--- src/hw/rtl/dq_pkg.sv ---
// Shared types and constants for the double-ended queue.
package dq_pkg;

    localparam int VALUE_W = 32;
    localparam int ACTION_W = 3;
    localparam int COUNT_W = 5;

    localparam logic [ACTION_W-1:0] ACT_PUSH_LEFT  = 3'd0;
    localparam logic [ACTION_W-1:0] ACT_PUSH_RIGHT = 3'd1;
    localparam logic [ACTION_W-1:0] ACT_POP_LEFT   = 3'd2;
    localparam logic [ACTION_W-1:0] ACT_POP_RIGHT  = 3'd3;
    localparam logic [ACTION_W-1:0] ACT_CLEAR      = 3'd4;

    // Value shown at an end of an empty queue.
    localparam logic signed [VALUE_W-1:0] EMPTY_VALUE = -32'sd1;

    typedef enum logic [2:0] {
        S_IDLE = 3'b001,
        S_READ = 3'b010,
        S_RESP = 3'b100
    } t_state;

    typedef struct packed {
        logic exec;
        logic read;
        logic load;
    } t_dp_cmd;

    typedef struct packed {
        logic out_free;
    } t_dp_status;

endpackage

--- src/hw/rtl/dq_if.sv ---
// Valid/ready channel interfaces for queue requests and results.
interface dq_in_if;
    logic                valid;
    logic                ready;
    logic [2:0]          action;
    logic signed [31:0]  value;

    modport source (output valid, output action, output value, input ready);
    modport sink (input valid, input action, input value, output ready);
endinterface

interface dq_out_if;
    logic                valid;
    logic                ready;
    logic                ok;
    logic signed [31:0]  left_value;
    logic signed [31:0]  right_value;
    logic [4:0]          count;

    modport source (output valid, output ok, output left_value, output right_value,
                    output count, input ready);
    modport sink (input valid, input ok, input left_value, input right_value,
                  input count, output ready);
endinterface

--- src/hw/rtl/double_ended_queue.sv ---
// Each accepted item passes the read and response states before its result is loaded into
//   the output register (later if the output stalls); no new item is taken before that load.
//   End pointers updated and push written on accept; both ends then read via registered ports.
// A finished result waits in the output register while the next item is accepted.
// Reset (synchronous, active low) empties the queue: pointers, count, sequencer and
//   output valid clear at once; the entry memory is not cleared and needs no pass.
module double_ended_queue import dq_pkg::*; #(
    parameter int DEPTH = 16
) (
    input  logic      i_clk,
    input  logic      i_rst_n,
    dq_in_if.sink     i_in,
    dq_out_if.source  o_out
);

    // command and status between sequencer and datapath
    t_dp_cmd    dp_cmd;
    t_dp_status dp_status;

    // The sequencer owns the request handshake: it takes one item in idle,
    // advances through the memory read, then loads the result register.
    dq_ctrl u_dq_ctrl (
        .i_clk      (i_clk),
        .i_rst_n    (i_rst_n),
        .i_in_valid (i_in.valid),
        .o_in_ready (i_in.ready),
        .i_status   (dp_status),
        .o_cmd      (dp_cmd)
    );

    // The datapath holds the ring pointers, the entry count, the entry memory
    // and the output register that drives the result channel.
    dq_dp #(
        .DEPTH (DEPTH)
    ) u_dq_dp (
        .i_clk         (i_clk),
        .i_rst_n       (i_rst_n),
        .i_cmd         (dp_cmd),
        .o_status      (dp_status),
        .i_action      (i_in.action),
        .i_value       (i_in.value),
        .i_out_ready   (o_out.ready),
        .o_out_valid   (o_out.valid),
        .o_ok          (o_out.ok),
        .o_left_value  (o_out.left_value),
        .o_right_value (o_out.right_value),
        .o_count       (o_out.count)
    );

endmodule

--- src/hw/rtl/dq_ram.sv ---
// Generic RAM: one write port, two read ports with registered read data.
module dq_ram #(
    parameter int WIDTH = 32,
    parameter int DEPTH = 16
) (
    input  logic                     i_clk,
    input  logic                     i_we,
    input  logic [$clog2(DEPTH)-1:0] i_waddr,
    input  logic [WIDTH-1:0]         i_wdata,
    input  logic                     i_re,
    input  logic [$clog2(DEPTH)-1:0] i_raddr_a,
    input  logic [$clog2(DEPTH)-1:0] i_raddr_b,
    output logic [WIDTH-1:0]         o_rdata_a,
    output logic [WIDTH-1:0]         o_rdata_b
);

    logic [WIDTH-1:0] r_mem [DEPTH];
    logic [WIDTH-1:0] r_rdata_a;
    logic [WIDTH-1:0] r_rdata_b;

    always_ff @(posedge i_clk) begin
        if (i_we) begin
            r_mem[i_waddr] <= i_wdata;
        end
        if (i_re) begin
            r_rdata_a <= r_mem[i_raddr_a];
            r_rdata_b <= r_mem[i_raddr_b];
        end
    end

    assign o_rdata_a = r_rdata_a;
    assign o_rdata_b = r_rdata_b;

endmodule

--- src/hw/rtl/dq_ctrl.sv ---
// Sequencer for the queue: accept, read ends, load result.
module dq_ctrl import dq_pkg::*; (
    input  logic       i_clk,
    input  logic       i_rst_n,
    input  logic       i_in_valid,
    output logic       o_in_ready,
    input  t_dp_status i_status,
    output t_dp_cmd    o_cmd
);

    t_state r_state;
    t_state n_state;

    always_comb begin
        n_state    = r_state;
        o_cmd      = '0;
        o_in_ready = 1'b0;
        case (r_state)
            S_IDLE: begin
                o_in_ready = 1'b1;
                if (i_in_valid) begin
                    o_cmd.exec = 1'b1;
                    n_state    = S_READ;
                end
            end
            S_READ: begin
                o_cmd.read = 1'b1;
                n_state    = S_RESP;
            end
            S_RESP: begin
                // hold until the result register can take the new item
                if (i_status.out_free) begin
                    o_cmd.load = 1'b1;
                    n_state    = S_IDLE;
                end
            end
            default: begin
                n_state = S_IDLE;
            end
        endcase
    end

    always_ff @(posedge i_clk) begin
        if (!i_rst_n) begin
            r_state <= S_IDLE;
        end else begin
            r_state <= n_state;
        end
    end

endmodule

--- src/hw/rtl/dq_dp.sv ---
// Queue datapath: end pointers, count, entry memory and result register.
module dq_dp import dq_pkg::*; #(
    parameter int DEPTH = 16
) (
    input  logic                       i_clk,
    input  logic                       i_rst_n,
    input  t_dp_cmd                    i_cmd,
    output t_dp_status                 o_status,
    input  logic [ACTION_W-1:0]        i_action,
    input  logic signed [VALUE_W-1:0]  i_value,
    input  logic                       i_out_ready,
    output logic                       o_out_valid,
    output logic                       o_ok,
    output logic signed [VALUE_W-1:0]  o_left_value,
    output logic signed [VALUE_W-1:0]  o_right_value,
    output logic [COUNT_W-1:0]         o_count
);

    localparam int PW = $clog2(DEPTH);
    localparam int CW = $clog2(DEPTH + 1);
    localparam logic [PW-1:0] PTR_LAST = PW'(DEPTH - 1);
    localparam logic [CW-1:0] CNT_FULL = CW'(DEPTH);

    logic [PW-1:0] r_left, n_left;
    logic [PW-1:0] r_right, n_right;
    logic [CW-1:0] r_count, n_count;
    logic          r_ok, n_ok;

    logic                      r_out_valid;
    logic                      r_out_ok;
    logic signed [VALUE_W-1:0] r_out_left;
    logic signed [VALUE_W-1:0] r_out_right;
    logic [COUNT_W-1:0]        r_out_count;

    logic [PW-1:0] left_prev, left_next, right_prev, right_next;
    logic          wr_en;
    logic [PW-1:0] wr_addr;
    logic [VALUE_W-1:0] rd_left, rd_right;
    logic [CW+COUNT_W-1:0] count_ext;

    // ring neighbors, valid for any depth
    assign left_prev  = (r_left == '0) ? PTR_LAST : r_left - 1'b1;
    assign left_next  = (r_left == PTR_LAST) ? '0 : r_left + 1'b1;
    assign right_prev = (r_right == '0) ? PTR_LAST : r_right - 1'b1;
    assign right_next = (r_right == PTR_LAST) ? '0 : r_right + 1'b1;

    always_comb begin
        n_left  = r_left;
        n_right = r_right;
        n_count = r_count;
        n_ok    = 1'b0;
        wr_en   = 1'b0;
        wr_addr = r_left;
        case (i_action)
            ACT_PUSH_LEFT, ACT_PUSH_RIGHT: begin
                if (r_count != CNT_FULL) begin
                    n_ok    = 1'b1;
                    wr_en   = 1'b1;
                    n_count = r_count + 1'b1;
                    if (r_count == '0) begin
                        n_right = r_left;
                        wr_addr = r_left;
                    end else if (i_action == ACT_PUSH_LEFT) begin
                        n_left  = left_prev;
                        wr_addr = left_prev;
                    end else begin
                        n_right = right_next;
                        wr_addr = right_next;
                    end
                end
            end
            ACT_POP_LEFT, ACT_POP_RIGHT: begin
                if (r_count != '0) begin
                    n_ok    = 1'b1;
                    n_count = r_count - 1'b1;
                    if (r_count == CW'(1)) begin
                        n_right = r_left;
                    end else if (i_action == ACT_POP_LEFT) begin
                        n_left = left_next;
                    end else begin
                        n_right = right_prev;
                    end
                end
            end
            ACT_CLEAR: begin
                if (r_count != '0) begin
                    n_ok    = 1'b1;
                    n_count = '0;
                    n_left  = '0;
                    n_right = '0;
                end
            end
            default: begin
            end
        endcase
    end

    dq_ram #(
        .WIDTH (VALUE_W),
        .DEPTH (DEPTH)
    ) u_dq_ram (
        .i_clk     (i_clk),
        .i_we      (i_cmd.exec & wr_en),
        .i_waddr   (wr_addr),
        .i_wdata   (i_value),
        .i_re      (i_cmd.read),
        .i_raddr_a (r_left),
        .i_raddr_b (r_right),
        .o_rdata_a (rd_left),
        .o_rdata_b (rd_right)
    );

    always_ff @(posedge i_clk) begin
        if (!i_rst_n) begin
            r_left  <= '0;
            r_right <= '0;
            r_count <= '0;
        end else if (i_cmd.exec) begin
            r_left  <= n_left;
            r_right <= n_right;
            r_count <= n_count;
        end
    end

    always_ff @(posedge i_clk) begin
        if (i_cmd.exec) begin
            r_ok <= n_ok;
        end
    end

    assign count_ext = {{COUNT_W{1'b0}}, r_count};

    always_ff @(posedge i_clk) begin
        if (!i_rst_n) begin
            r_out_valid <= 1'b0;
        end else if (i_cmd.load) begin
            r_out_valid <= 1'b1;
        end else if (i_out_ready) begin
            r_out_valid <= 1'b0;
        end
    end

    always_ff @(posedge i_clk) begin
        if (i_cmd.load) begin
            r_out_ok    <= r_ok;
            r_out_left  <= (r_count == '0) ? EMPTY_VALUE : rd_left;
            r_out_right <= (r_count == '0) ? EMPTY_VALUE : rd_right;
            r_out_count <= count_ext[COUNT_W-1:0];
        end
    end

    assign o_status.out_free = !r_out_valid || i_out_ready;
    assign o_out_valid       = r_out_valid;
    assign o_ok              = r_out_ok;
    assign o_left_value      = r_out_left;
    assign o_right_value     = r_out_right;
    assign o_count           = r_out_count;

endmodule

--- src/flat_wrapper.sv ---
// flat-port wrapper written by rule: the top's interface ports become plain ports
module double_ended_queue_flat import dq_pkg::*;
#(
    parameter int DEPTH = 16
)
  (i_clk, i_rst_n, i_in_valid, i_in_action, i_in_value, i_in_ready, o_out_valid, o_out_ok, o_out_left_value, o_out_right_value, o_out_count, o_out_ready);
  dq_in_if i_in_i ();
  dq_out_if o_out_i ();
  input  logic i_clk;
  input  logic i_rst_n;
  input wire logic [$bits(i_in_i.valid)-1:0] i_in_valid;
  input wire logic [$bits(i_in_i.action)-1:0] i_in_action;
  input wire logic [$bits(i_in_i.value)-1:0] i_in_value;
  output wire logic [$bits(i_in_i.ready)-1:0] i_in_ready;
  output wire logic [$bits(o_out_i.valid)-1:0] o_out_valid;
  output wire logic [$bits(o_out_i.ok)-1:0] o_out_ok;
  output wire logic [$bits(o_out_i.left_value)-1:0] o_out_left_value;
  output wire logic [$bits(o_out_i.right_value)-1:0] o_out_right_value;
  output wire logic [$bits(o_out_i.count)-1:0] o_out_count;
  input wire logic [$bits(o_out_i.ready)-1:0] o_out_ready;
  assign i_in_i.valid = i_in_valid;
  assign i_in_i.action = i_in_action;
  assign i_in_i.value = i_in_value;
  assign i_in_ready = i_in_i.ready;
  assign o_out_valid = o_out_i.valid;
  assign o_out_ok = o_out_i.ok;
  assign o_out_left_value = o_out_i.left_value;
  assign o_out_right_value = o_out_i.right_value;
  assign o_out_count = o_out_i.count;
  assign o_out_i.ready = o_out_ready;
  double_ended_queue #(.DEPTH(DEPTH)) u_core (.i_clk(i_clk), .i_rst_n(i_rst_n), .i_in(i_in_i), .o_out(o_out_i));
endmodule
--- config.mk ---
export PLATFORM = sky130hd
export DESIGN_NAME = double_ended_queue_flat
export DESIGN_NICKNAME = d
export VERILOG_FILES = /design/src/hw/rtl/dq_pkg.sv /design/src/hw/rtl/dq_if.sv /design/src/hw/rtl/double_ended_queue.sv /design/src/hw/rtl/dq_ram.sv /design/src/hw/rtl/dq_ctrl.sv /design/src/hw/rtl/dq_dp.sv /design/src/flat_wrapper.sv
export SDC_FILE = /design/constraint.sdc
export NUM_CORES = 1
export LEC_CHECK = 0
export BUFFER_PORTS_ARGS = -buffer_cell sky130_fd_sc_hd__buf_4
export CORE_MARGIN = 2
export CORE_UTILIZATION = 35
export CTS_BUF_LIST = sky130_fd_sc_hd__clkbuf_8
export DETAILED_ROUTE_END_ITERATION = 7
export RECOVER_POWER = 50
export SLEW_MARGIN = 20
export SYNTH_ARGS = -nofsm -noshare
export SYNTH_HDL_FRONTEND = slang
export SYNTH_SLANG_ARGS = --single-unit
--- constraint.sdc ---
create_clock -name i_clk -period 8 [get_ports i_clk]
set_input_delay 1.6 -clock i_clk [delete_from_list [all_inputs] [get_ports i_clk]]
set_output_delay 1.6 -clock i_clk [all_outputs]
set_load 0.01 [all_outputs]
Word level (Yosys, flattened, before mapping)
Memories as Yosys holds them, arrays and structs flattened. A register that Yosys moved wholly into a read port is not among the register bits.
Index checks and enable logic that the tools add are counted.
{"block": "op_classes", "bitwise_logic": 1, "n_reduce_logical": 16, "n_mux": 44, "eq_ne": 22, "n_addsub": 6}
{"op": "two-way mux 4 bit", "n": 21}
{"op": "case mux 4 bit (3 select lines)", "n": 2}
{"op": "!= test 2 bit (second input constant)", "n": 8}
{"op": "two-way mux 5 bit", "n": 3}
{"op": "case mux 5 bit (3 select lines)", "n": 1}
{"op": "two-way mux 1 bit", "n": 13}
{"op": "equality test 3 x 2 -> 1 bit (second input constant)", "n": 3}
{"op": "case mux 3 bit (3 select lines)", "n": 1}
{"op": "AND reduction 9 bit", "n": 1}
{"op": "adder 4 x 1 -> 4 bit (second input constant)", "n": 2}
{"op": "equality test 4 bit (second input constant)", "n": 2}
{"op": "zero test 4 bit", "n": 2}
{"op": "subtractor 4 x 1 -> 4 bit (second input constant)", "n": 2}
{"op": "AND reduction 7 bit", "n": 1}
{"op": "equality test 3 x 1 -> 1 bit (second input constant)", "n": 2}
{"op": "equality test 3 bit (second input constant)", "n": 2}
{"op": "two-way mux 3 bit", "n": 2}
{"op": "!= test 3 bit (second input constant)", "n": 2}
{"op": "adder 5 x 1 -> 5 bit (second input constant)", "n": 1}
{"op": "equality test 5 x 1 -> 1 bit (second input constant)", "n": 1}
{"op": "zero test 5 bit", "n": 1}
{"op": "!= test 5 bit (second input constant)", "n": 1}
{"op": "AND reduction 5 bit", "n": 1}
{"op": "nonzero test 5 bit", "n": 1}
{"op": "12 further kinds", "n": 13}
{"block": "word_totals", "n_memories": 1, "mem_bits_rw": 512, "regBits": 88, "in_bits": 39, "output_inout_bits": 72}
{"name": "u_core.u_dq_dp.u_dq_ram.r_mem", "depth": 16, "word_bits": 32, "rd": 2, "rd_ports_with_merged_regs": 2, "wr": 1, "line": "dq_ram.sv:17", "source": "logic [WIDTH-1:0] r_mem [DEPTH];"}

Logic depth before layout (Yosys ltp)
Gate-level depths: netlist (run 1).
{"block": "logic_depth", "depth_word": 6, "depth_mapped": 10}

Cells and area by module
Synthesis (run 1) repeated with hierarchy kept, for this count alone.
{"block": "unflattened", "hier_cells": 1488, "hier_area_um2": 28946.5}
{"module": "dq_ram", "seq_area_each_um2": 17296.6, "area_per_inst_um2": 24843.8, "n_inst": 1, "cells_per_inst": 1141}
{"module": "dq_dp", "seq_area_each_um2": 2412.3, "area_per_inst_um2": 3935.0, "n_inst": 1, "cells_per_inst": 332}
{"module": "dq_ctrl", "seq_area_each_um2": 60.1, "area_per_inst_um2": 167.7, "n_inst": 1, "cells_per_inst": 15}

Worst setup path after synthesis (run 1)
No wires, ideal clock.
{"block": "synth_path", "kind": "input-to-reg", "start": "in i_in_action[1]", "end": "mem u_core.u_dq_dp.u_dq_ram.r_mem[11][0], enable pin", "arrival_ns": 4.930, "path_stages": 6, "setup_ns": 0.461, "path_slack_ns": 2.609, "n_path_buf": 1, "required_time_ns": 7.539, "path_cell_list": "buf_2 -> or2_1 -> o311ai_1 -> nor3b_2 -> nand2_1 -> nor3_1"}
{"block": "synth_between", "elab_chain_len": 6, "elab_cells_between_ends": 11, "classes_between": "eq/ne (1); mux (7); bitwise (1); reduce/logical (2)"}
{"item": "start: declaration", "line": "flat_wrapper.sv:12", "source": "input wire logic [$bits(i_in_i.action)-1:0] i_in_action;"}
{"item": "equality test 3 x 1 -> 1 bit / zero test 3 bit (equally long branches)", "line": "dq_dp.sv:54, dq_dp.sv:63"}
{"item": "OR reduction 2 bit", "line": "dq_dp.sv:54", "source": "case (i_action)"}
{"item": "two-way mux 1 bit", "line": "dq_dp.sv:54"}
{"item": "bitwise AND 1 bit", "line": "dq_dp.sv:103", "source": ".i_we (i_cmd.exec & wr_en),"}
{"item": "two-way mux 1 bit", "line": "dq_ram.sv:22", "source": "if (i_we) begin"}
{"item": "two-way mux 1 bit (implied by the code)", "line": "dq_ram.sv:23", "source": "r_mem[i_waddr] <= i_wdata;"}
{"item": "end: declaration", "line": "dq_ram.sv:17"}
Parallel ways exist; a longest one is shown, timed or not.

Worst setup path in the final report (run 1)
{"block": "layout_path", "start": "reg u_core.u_dq_dp.r_right[2]", "end": "mem u_core.u_dq_dp.u_dq_ram.r_mem[0][17], enable pin"}
{"block": "layout_between", "elab_chain_len": 6, "elab_cells_between_ends": 7, "classes_between": "add/sub (1); eq/ne (1); mux (5)"}
{"item": "start: declaration", "line": "dq_dp.sv:25", "source": "logic [PW-1:0] r_right, n_right;"}
{"item": "start signal: assignment", "line": "dq_dp.sv:120", "source": "r_right <= n_right;"}
{"item": "adder 4 x 1 -> 4 bit / equality test 4 bit (equally long branches)", "line": "dq_dp.sv:45", "source": "assign right_next = (r_right == PTR_LAST) ? '0 : r_right + 1'b1;"}
{"item": "two-way mux 4 bit *", "line": "dq_dp.sv:45"}
{"item": "two-way mux 4 bit *", "line": "dq_dp.sv:63", "source": "end else if (i_action == ACT_PUSH_LEFT) begin"}
{"item": "two-way mux 4 bit *", "line": "dq_dp.sv:60", "source": "if (r_count == '0) begin"}
{"item": "two-way mux 4 bit *", "line": "dq_dp.sv:56", "source": "if (r_count != CNT_FULL) begin"}
{"item": "two-way mux 4 bit *", "line": "dq_dp.sv:54"}
Every way passes the cells marked *; elsewhere a longest branch is shown, timed or not.

==> reports/results.tsv, run 1 <==
metric	value	unit
outcome	complete, but fails checks	
violations	capacitance limit, slew limit	
core-area	83200	µm²
yosysSeqAreaShare	67.6	%
drive_gt1_share	37.0	%
synth_seq_cells	664	
peakVddDrop	131	µV
firstDrtPassIters	7	
cts_buffers	106	
drv_slew	258	
cts_max_path_buffers	3	
fp.dieW	293	µm
setup_violations	0	
htree_levels	3	
grt_pass1_wl	102000	µm
worst_pin_slew	4350	ps
cts_sinks	664	
place_inst	2481	
fin_setup_tns	0	ps
drtIter0Drc	1127	
post_drt_wl_per_cell	25.6	µm
die_h	293	µm
cp_max_fo	44	
num_rows	106	
routed_wl	68600	µm
post-cts-setup-buffers	0	
crit_path_end_kind	flip-flop	
grt_usage	16.1	%
synth_warnings	0	
drt.antenna.violating_nets	0	
cts_tree	built	
root_buffer	clkbuf_8	
period_share	67.0	%
syn_area_per_cell	21.5	µm²
layout.cells.non_filler	2683	
place_area	31300	µm²
antenna_found_initial	4	
finalWeightedCongestion	0.818	
fin_crit	5360	ps
hold_class	flip-flop to flip-flop	
path_clk_slew	60	ps
async_reset_ff_share	0	%
numPortBuffers	110	
die-area	85900	µm²
syn_area	29200	µm²
netlist_instances	1358	
report.final.hold_viol_count	0	
synth_area_leaders	edfxtp_1 (66%), mux4_2 (24%), or2_1 (1.4%)	
yosys.area.top_type	edfxtp_1	
cts_hold_buf	0	
synth_fp_nets	1405	
place_hpwl	38200	µm
worstPathRequired	8350	ps
setup_ws	2640	ps
fin_nets	1558	
fmax	186	MHz
max_cap_violations	4	
clk_latency	720	ps
io_pins	111	
rsz0062_at_grt	no	
power_per_cell_area	221	nW/µm²
yosysUniqueCellTypes	64	
design_area	33200	µm²
reg2reg_slack	2640	ps
synthFlopType	edfxtp_1	
fillers	7297	
overflow	0	
grt_max_degree	96	
worstSetupStartpointType	flip-flop	
routed_via_density	5.40	
synth_edf_count	647	
path_class	flip-flop to flip-flop	
ctsResizeCount	0	
start_util	35.2	%
p_leak	0.00988	µW
skew	39.6	ps
grt_pass1_vias	15501	
dp_slack	3450	ps
arrival	5720	ps
syn2layout_area_growth	13.7	%
drc	0	
synth_top_cell_area_share	66.4	%
vias	14488	
relSlewSlack	-190	%
==> metrics by stage <==
| step | total power [µW] | util [%] | hold slack, ps |
|---|---|---|---|
| final | 7350 | 40.0 | 432 |
| after global routing | 7630 | 40.0 | 463 |
| after CTS | 7450 | 40.1 | 438 |
| after detailed placement | 4630 | 37.6 | 431 |
| after global placement | 4620 | 37.6 | 438 |
| after floorplan | 4420 | - | 400 |
==> layer usage <==
layer,track usage [%],routed length (µm),vias to the layer above,part of all wire [%]
li1,-,-,6176,-
met1,21.4,28400,7765,41
met2,27.1,34900,448,51
met3,2.91,3870,97,5.6
met4,4.69,1430,2,2.1
met5,0,13,-,0.019
==> critical path, stage by stage, from the launching register on <==
cell	delay (ps)
dfxtp_1	2670
a31oi_1	370
nor2b_1	350
o31a_1	350
nand3_1	260
nor2_4	550
buf_4	420
==> path summary, 6_finish.rpt <==
kind | start | end | cells past startpoint
setup reg to reg | u_core.u_dq_dp.r_right[2] | u_core.u_dq_dp.u_dq_ram.r_mem[0][17] | 6
setup / recovery | u_core.u_dq_dp.r_right[2] | u_core.u_dq_dp.u_dq_ram.r_mem[0][17] | 6
hold reg to reg | u_core.u_dq_dp.r_ok | u_core.u_dq_dp.o_ok | 0
hold / removal | u_core.u_dq_dp.r_ok | u_core.u_dq_dp.o_ok | 0
==> sequential cells by signal (all words and copies together), names as in the netlist, 4 cells and up <==
name	count
u_core.u_dq_dp.r_count	5
u_core.u_dq_dp.r_left	4
u_core.u_dq_dp.u_dq_ram.o_rdata_b	32
u_core.u_dq_dp.o_left_value	32
u_core.u_dq_dp.r_right	4
u_core.u_dq_dp.o_right_value	32
u_core.u_dq_dp.u_dq_ram.o_rdata_a	32
u_core.u_dq_dp.u_dq_ram.r_mem	512
u_core.u_dq_dp.o_count	5
==> where the power goes <==
group	leakage, µW	total, µW	internal [µW]	switching [µW]
registers	0.00594	3920	3870	54.4
logic	0.00281	624	301	322
clock network	0.00113	2800	1450	1350
==> synth_stat cells, types with 5 or more instances <==
| library cell | instances |
|---|---|
| a211oi_1 | 5 |
| a21oi_1 | 17 |
| a31oi_1 | 7 |
| buf_2 | 31 |
| buf_6 | 14 |
| clkbuf_1 | 48 |
| dfxtp_1 | 17 |
| edfxtp_1 | 647 |
| ha_1 | 8 |
| inv_1 | 11 |
| mux2i_1 | 5 |
| mux4_2 | 318 |
| nand2_1 | 25 |
| nand3_1 | 12 |
| nor2_1 | 31 |
| nor2b_1 | 8 |
| nor3_1 | 7 |
| o21ai_1 | 9 |
| or2_1 | 65 |
| xnor2_1 | 5 |
==> cells in the final DEF (no fill, tap or decap), drive strengths merged, types with 3 or more instances in the layout <==
master / Yosys / layout
dfxtp: 17 / 17
clkinv: 0 / 51
nor3: 9 / 9
or2: 65 / 65
nor2: 31 / 31
a21oi: 17 / 17
diode: 0 / 4
bufinv: 0 / 6
a211oi: 5 / 5
and3: 3 / 3
mux4: 318 / 318
xnor2: 5 / 5
inv: 13 / 42
mux2i: 7 / 7
ha: 8 / 8
o221a: 3 / 3
a31oi: 7 / 7
nand2b: 3 / 3
o31ai: 4 / 4
o21ai: 13 / 13
nor2b: 8 / 8
o311ai: 4 / 4
edfxtp: 647 / 647
nand2: 25 / 25
buf: 48 / 103
and2: 3 / 3
nand3: 12 / 12
clkbuf: 48 / 146
nor3b: 5 / 5
==> layout make-up <==
class | count | area [µm²] | share of cell area (%)
diodes | 4 | 10.0 | 0.0301
clock buffers | 108 | 1490 | 4.47
clock inverters | 88 | 532 | 1.60
inverters | 13 | 48.8 | 0.147
multi-input cells | 585 | 9050 | 27.2
flip-flops and latches | 664 | 19800 | 59.5
well taps | 1080 | 1350 | 4.07
repair buffers | 141 | 972 | 2.93
==> cells by family after synthesis <==
family                   share of synthesized area, %
multiplexers                                     24.9
buffers and inverters                            1.90
AND/OR/NAND/NOR                                  3.35
adder cells (fa/ha/maj)                         0.342
AO/OA/AOI/OAI                                    1.75
flip-flops                                       67.6
XOR/XNOR                                        0.150
Power figures use the tool's default switching activity.
==> run 2: changes to the inputs <==
clock period = 5.2 ns   (was 8 ns; I/O delays follow)
==> reports/results.tsv, run 2 (synthesized netlist as in run 1, its figures left out) <==
metric	value	unit	change
place_hpwl	41500	µm	+8.6%
skew	35.3	ps	-4.29 ps
final_common_cell	edfxtp_1		
post_drt_wl_per_cell	26.4	µm	+3.3%
die_h	293	µm	unchanged
r2r-end	u_core.u_dq_dp.u_dq_ram.r_mem[6][18]		
fillers	7299		+0.027%
hold_class	flip-flop to flip-flop		
outcome	complete, but fails checks		
dp_slack	1220	ps	-2230 ps
grt_usage	16.7	%	+0.60 points
htree_levels	3		unchanged
arrival	4160	ps	-1560 ps
r2r-start	u_core.u_dq_dp.r_left[3]		
drt.antenna.violating_nets	0		unchanged
path_clk_slew	60	ps	about the same
start_util	35.2	%	unchanged
worstSetupStartpointType	flip-flop		
overflow	0		unchanged
fin_crit	3760	ps	-1600 ps
peakVddDrop	189	µV	+44%
grt_max_degree	74		-23%
grt_pass1_vias	16148		+4.2%
report.final.hold_viol_count	0		unchanged
crit_chain	or4b_1 -> o311ai_2 -> mux2i_4 -> mux2_4 -> nor2_4 -> buf_4		
finalWeightedCongestion	0.784		-4.2%
largest_reg_flops	512		unchanged
reg2reg_slack	1440	ps	-1200 ps
antenna_found_initial	3		-1
top_register	u_core.u_dq_dp.u_dq_ram.r_mem		
regArea	19800	µm²	about the same
multiInputGateArea	9030	µm²	-0.17%
setup_ws	1440	ps	-1200 ps
hold_path_depth	0		unchanged
violations	capacitance limit, slew limit		
routed_wl	70800	µm	+3.1%
clk_latency	730	ps	about the same
cts_sinks	664		unchanged
rsz0062_at_grt	no		
p_leak	0.00981	µW	-0.69%
crit_slowest_cell	dfxtp_2		
layout.cells.non_filler	2680		-0.11%
place_inst	2486		+0.20%
rr_worst_depth	6		unchanged
cp_max_fo	32		-27%
fin_nets	1564		+0.39%
cp_slowest_stage_delay	1060	ps	-1610 ps
num_rows	106		unchanged
drive_gt1_share	35.1	%	-1.9 points
drtIter0Drc	1137		+0.89%
cts_buffers	108		+1.9%
crit_path_end_kind	flip-flop		
cts_tree	built		
cts_max_path_buffers	3		unchanged
routed_via_density	5.53		+2.3%
place_area	31400	µm²	+0.28%
numPortBuffers	110		unchanged
syn2layout_area_growth	13.4	%	
ctsResizeCount	0		unchanged
path_class	flip-flop to flip-flop		
drc	0		unchanged
layout_common_cells	edfxtp_1 (647), mux4_2 (318), clkbuf_8 (111)		
fin_setup_tns	0	ps	unchanged
firstDrtPassIters	7		unchanged
power_per_cell_area	344	nW/µm²	+56%
worstPathRequired	5600	ps	-2750 ps
post-cts-setup-buffers	0		unchanged
setup_violations	0		unchanged
root_buffer	clkbuf_8		
period_share	72.3	%	+5.3 points
max_cap_violations	3		-1
drv_slew	87		-66%
die-area	85900	µm²	unchanged
vias	14807		+2.2%
hp-start	u_core.u_dq_dp.r_ok		
cts_hold_buf	0		unchanged
worst_pin_slew	3040	ps	-1310 ps
design_area	33200	µm²	-0.19%
fmax	266	MHz	+43%
io_pins	111		unchanged
relSlewSlack	-103	%	+87 points
core-area	83200	µm²	unchanged
min_delay_worst_endpoint	u_core.u_dq_dp.o_ok		
grt_pass1_wl	106000	µm	+3.5%
fp.dieW	293	µm	unchanged
run 2: stage by stage:
step                      hold WS (ps)  total power (µW)  util (%)
after floorplan                    400              6810         -
after global placement             411              7120      37.7
after detailed placement           413              7130      37.7
after CTS                          430             11600      40.2
after global routing               438             11900      39.9
final                              427             11400      39.9
run 2: critical path: cells and delay by family, from the launching register on:
| family | cells | cell delay (ps) |
|---|---|---|
| multiplexers | 2 | 530 |
| AO/OA/AOI/OAI | 1 | 140 |
| flip-flops | 1 | 1060 |
| AND/OR/NAND/NOR | 2 | 1270 |
| buffers and inverters | 1 | 390 |
run 2: where the power goes:
group          switching [µW]  leakage, µW  internal (µW)
clock network            2130      0.00117           2290
registers                89.6      0.00594           5950
logic                     502      0.00270            454
total                    2730      0.00981           8690
run 2: worst max path at each step:
stage,startpoint,to,slack (ps)
finish,u_core.u_dq_dp.r_left[3],u_core.u_dq_dp.u_dq_ram.r_mem[6][18],1440
floorplan,i_in_action[1],u_core.u_dq_dp.u_dq_ram.r_mem[11][0],370
global placement,i_in_action[1],u_core.u_dq_dp.u_dq_ram.r_mem[15][13],1250
global route,u_core.u_dq_ctrl.r_state[2],u_core.u_dq_dp.o_left_value[17],1230
detailed placement,i_in_action[1],u_core.u_dq_dp.u_dq_ram.r_mem[15][19],1220
CTS,u_core.u_dq_dp.r_left[3],u_core.u_dq_dp.u_dq_ram.r_mem[6][1],1410
run 2: area by class of cell:
class | instances | area share (%)
sequential | 664 | 59.7
multi-input combinational | 585 | 27.2
clock buffer | 111 | 4.61
tap | 1080 | 4.07
timing repair buffer | 145 | 2.64
clock inverter | 81 | 1.63
inverter | 13 | 0.147
antenna | 1 | 0.00754
run 2: routing by layer:
layer / up-vias / GRT usage, % / wire length [µm]
met3: 122 / 3.24 / 4320
met5: - / 0 / 21
li1: 6177 / - / -
met4: 4 / 5.52 / 1740
met1: 7957 / 22.5 / 29900
met2: 547 / 27.3 / 34800
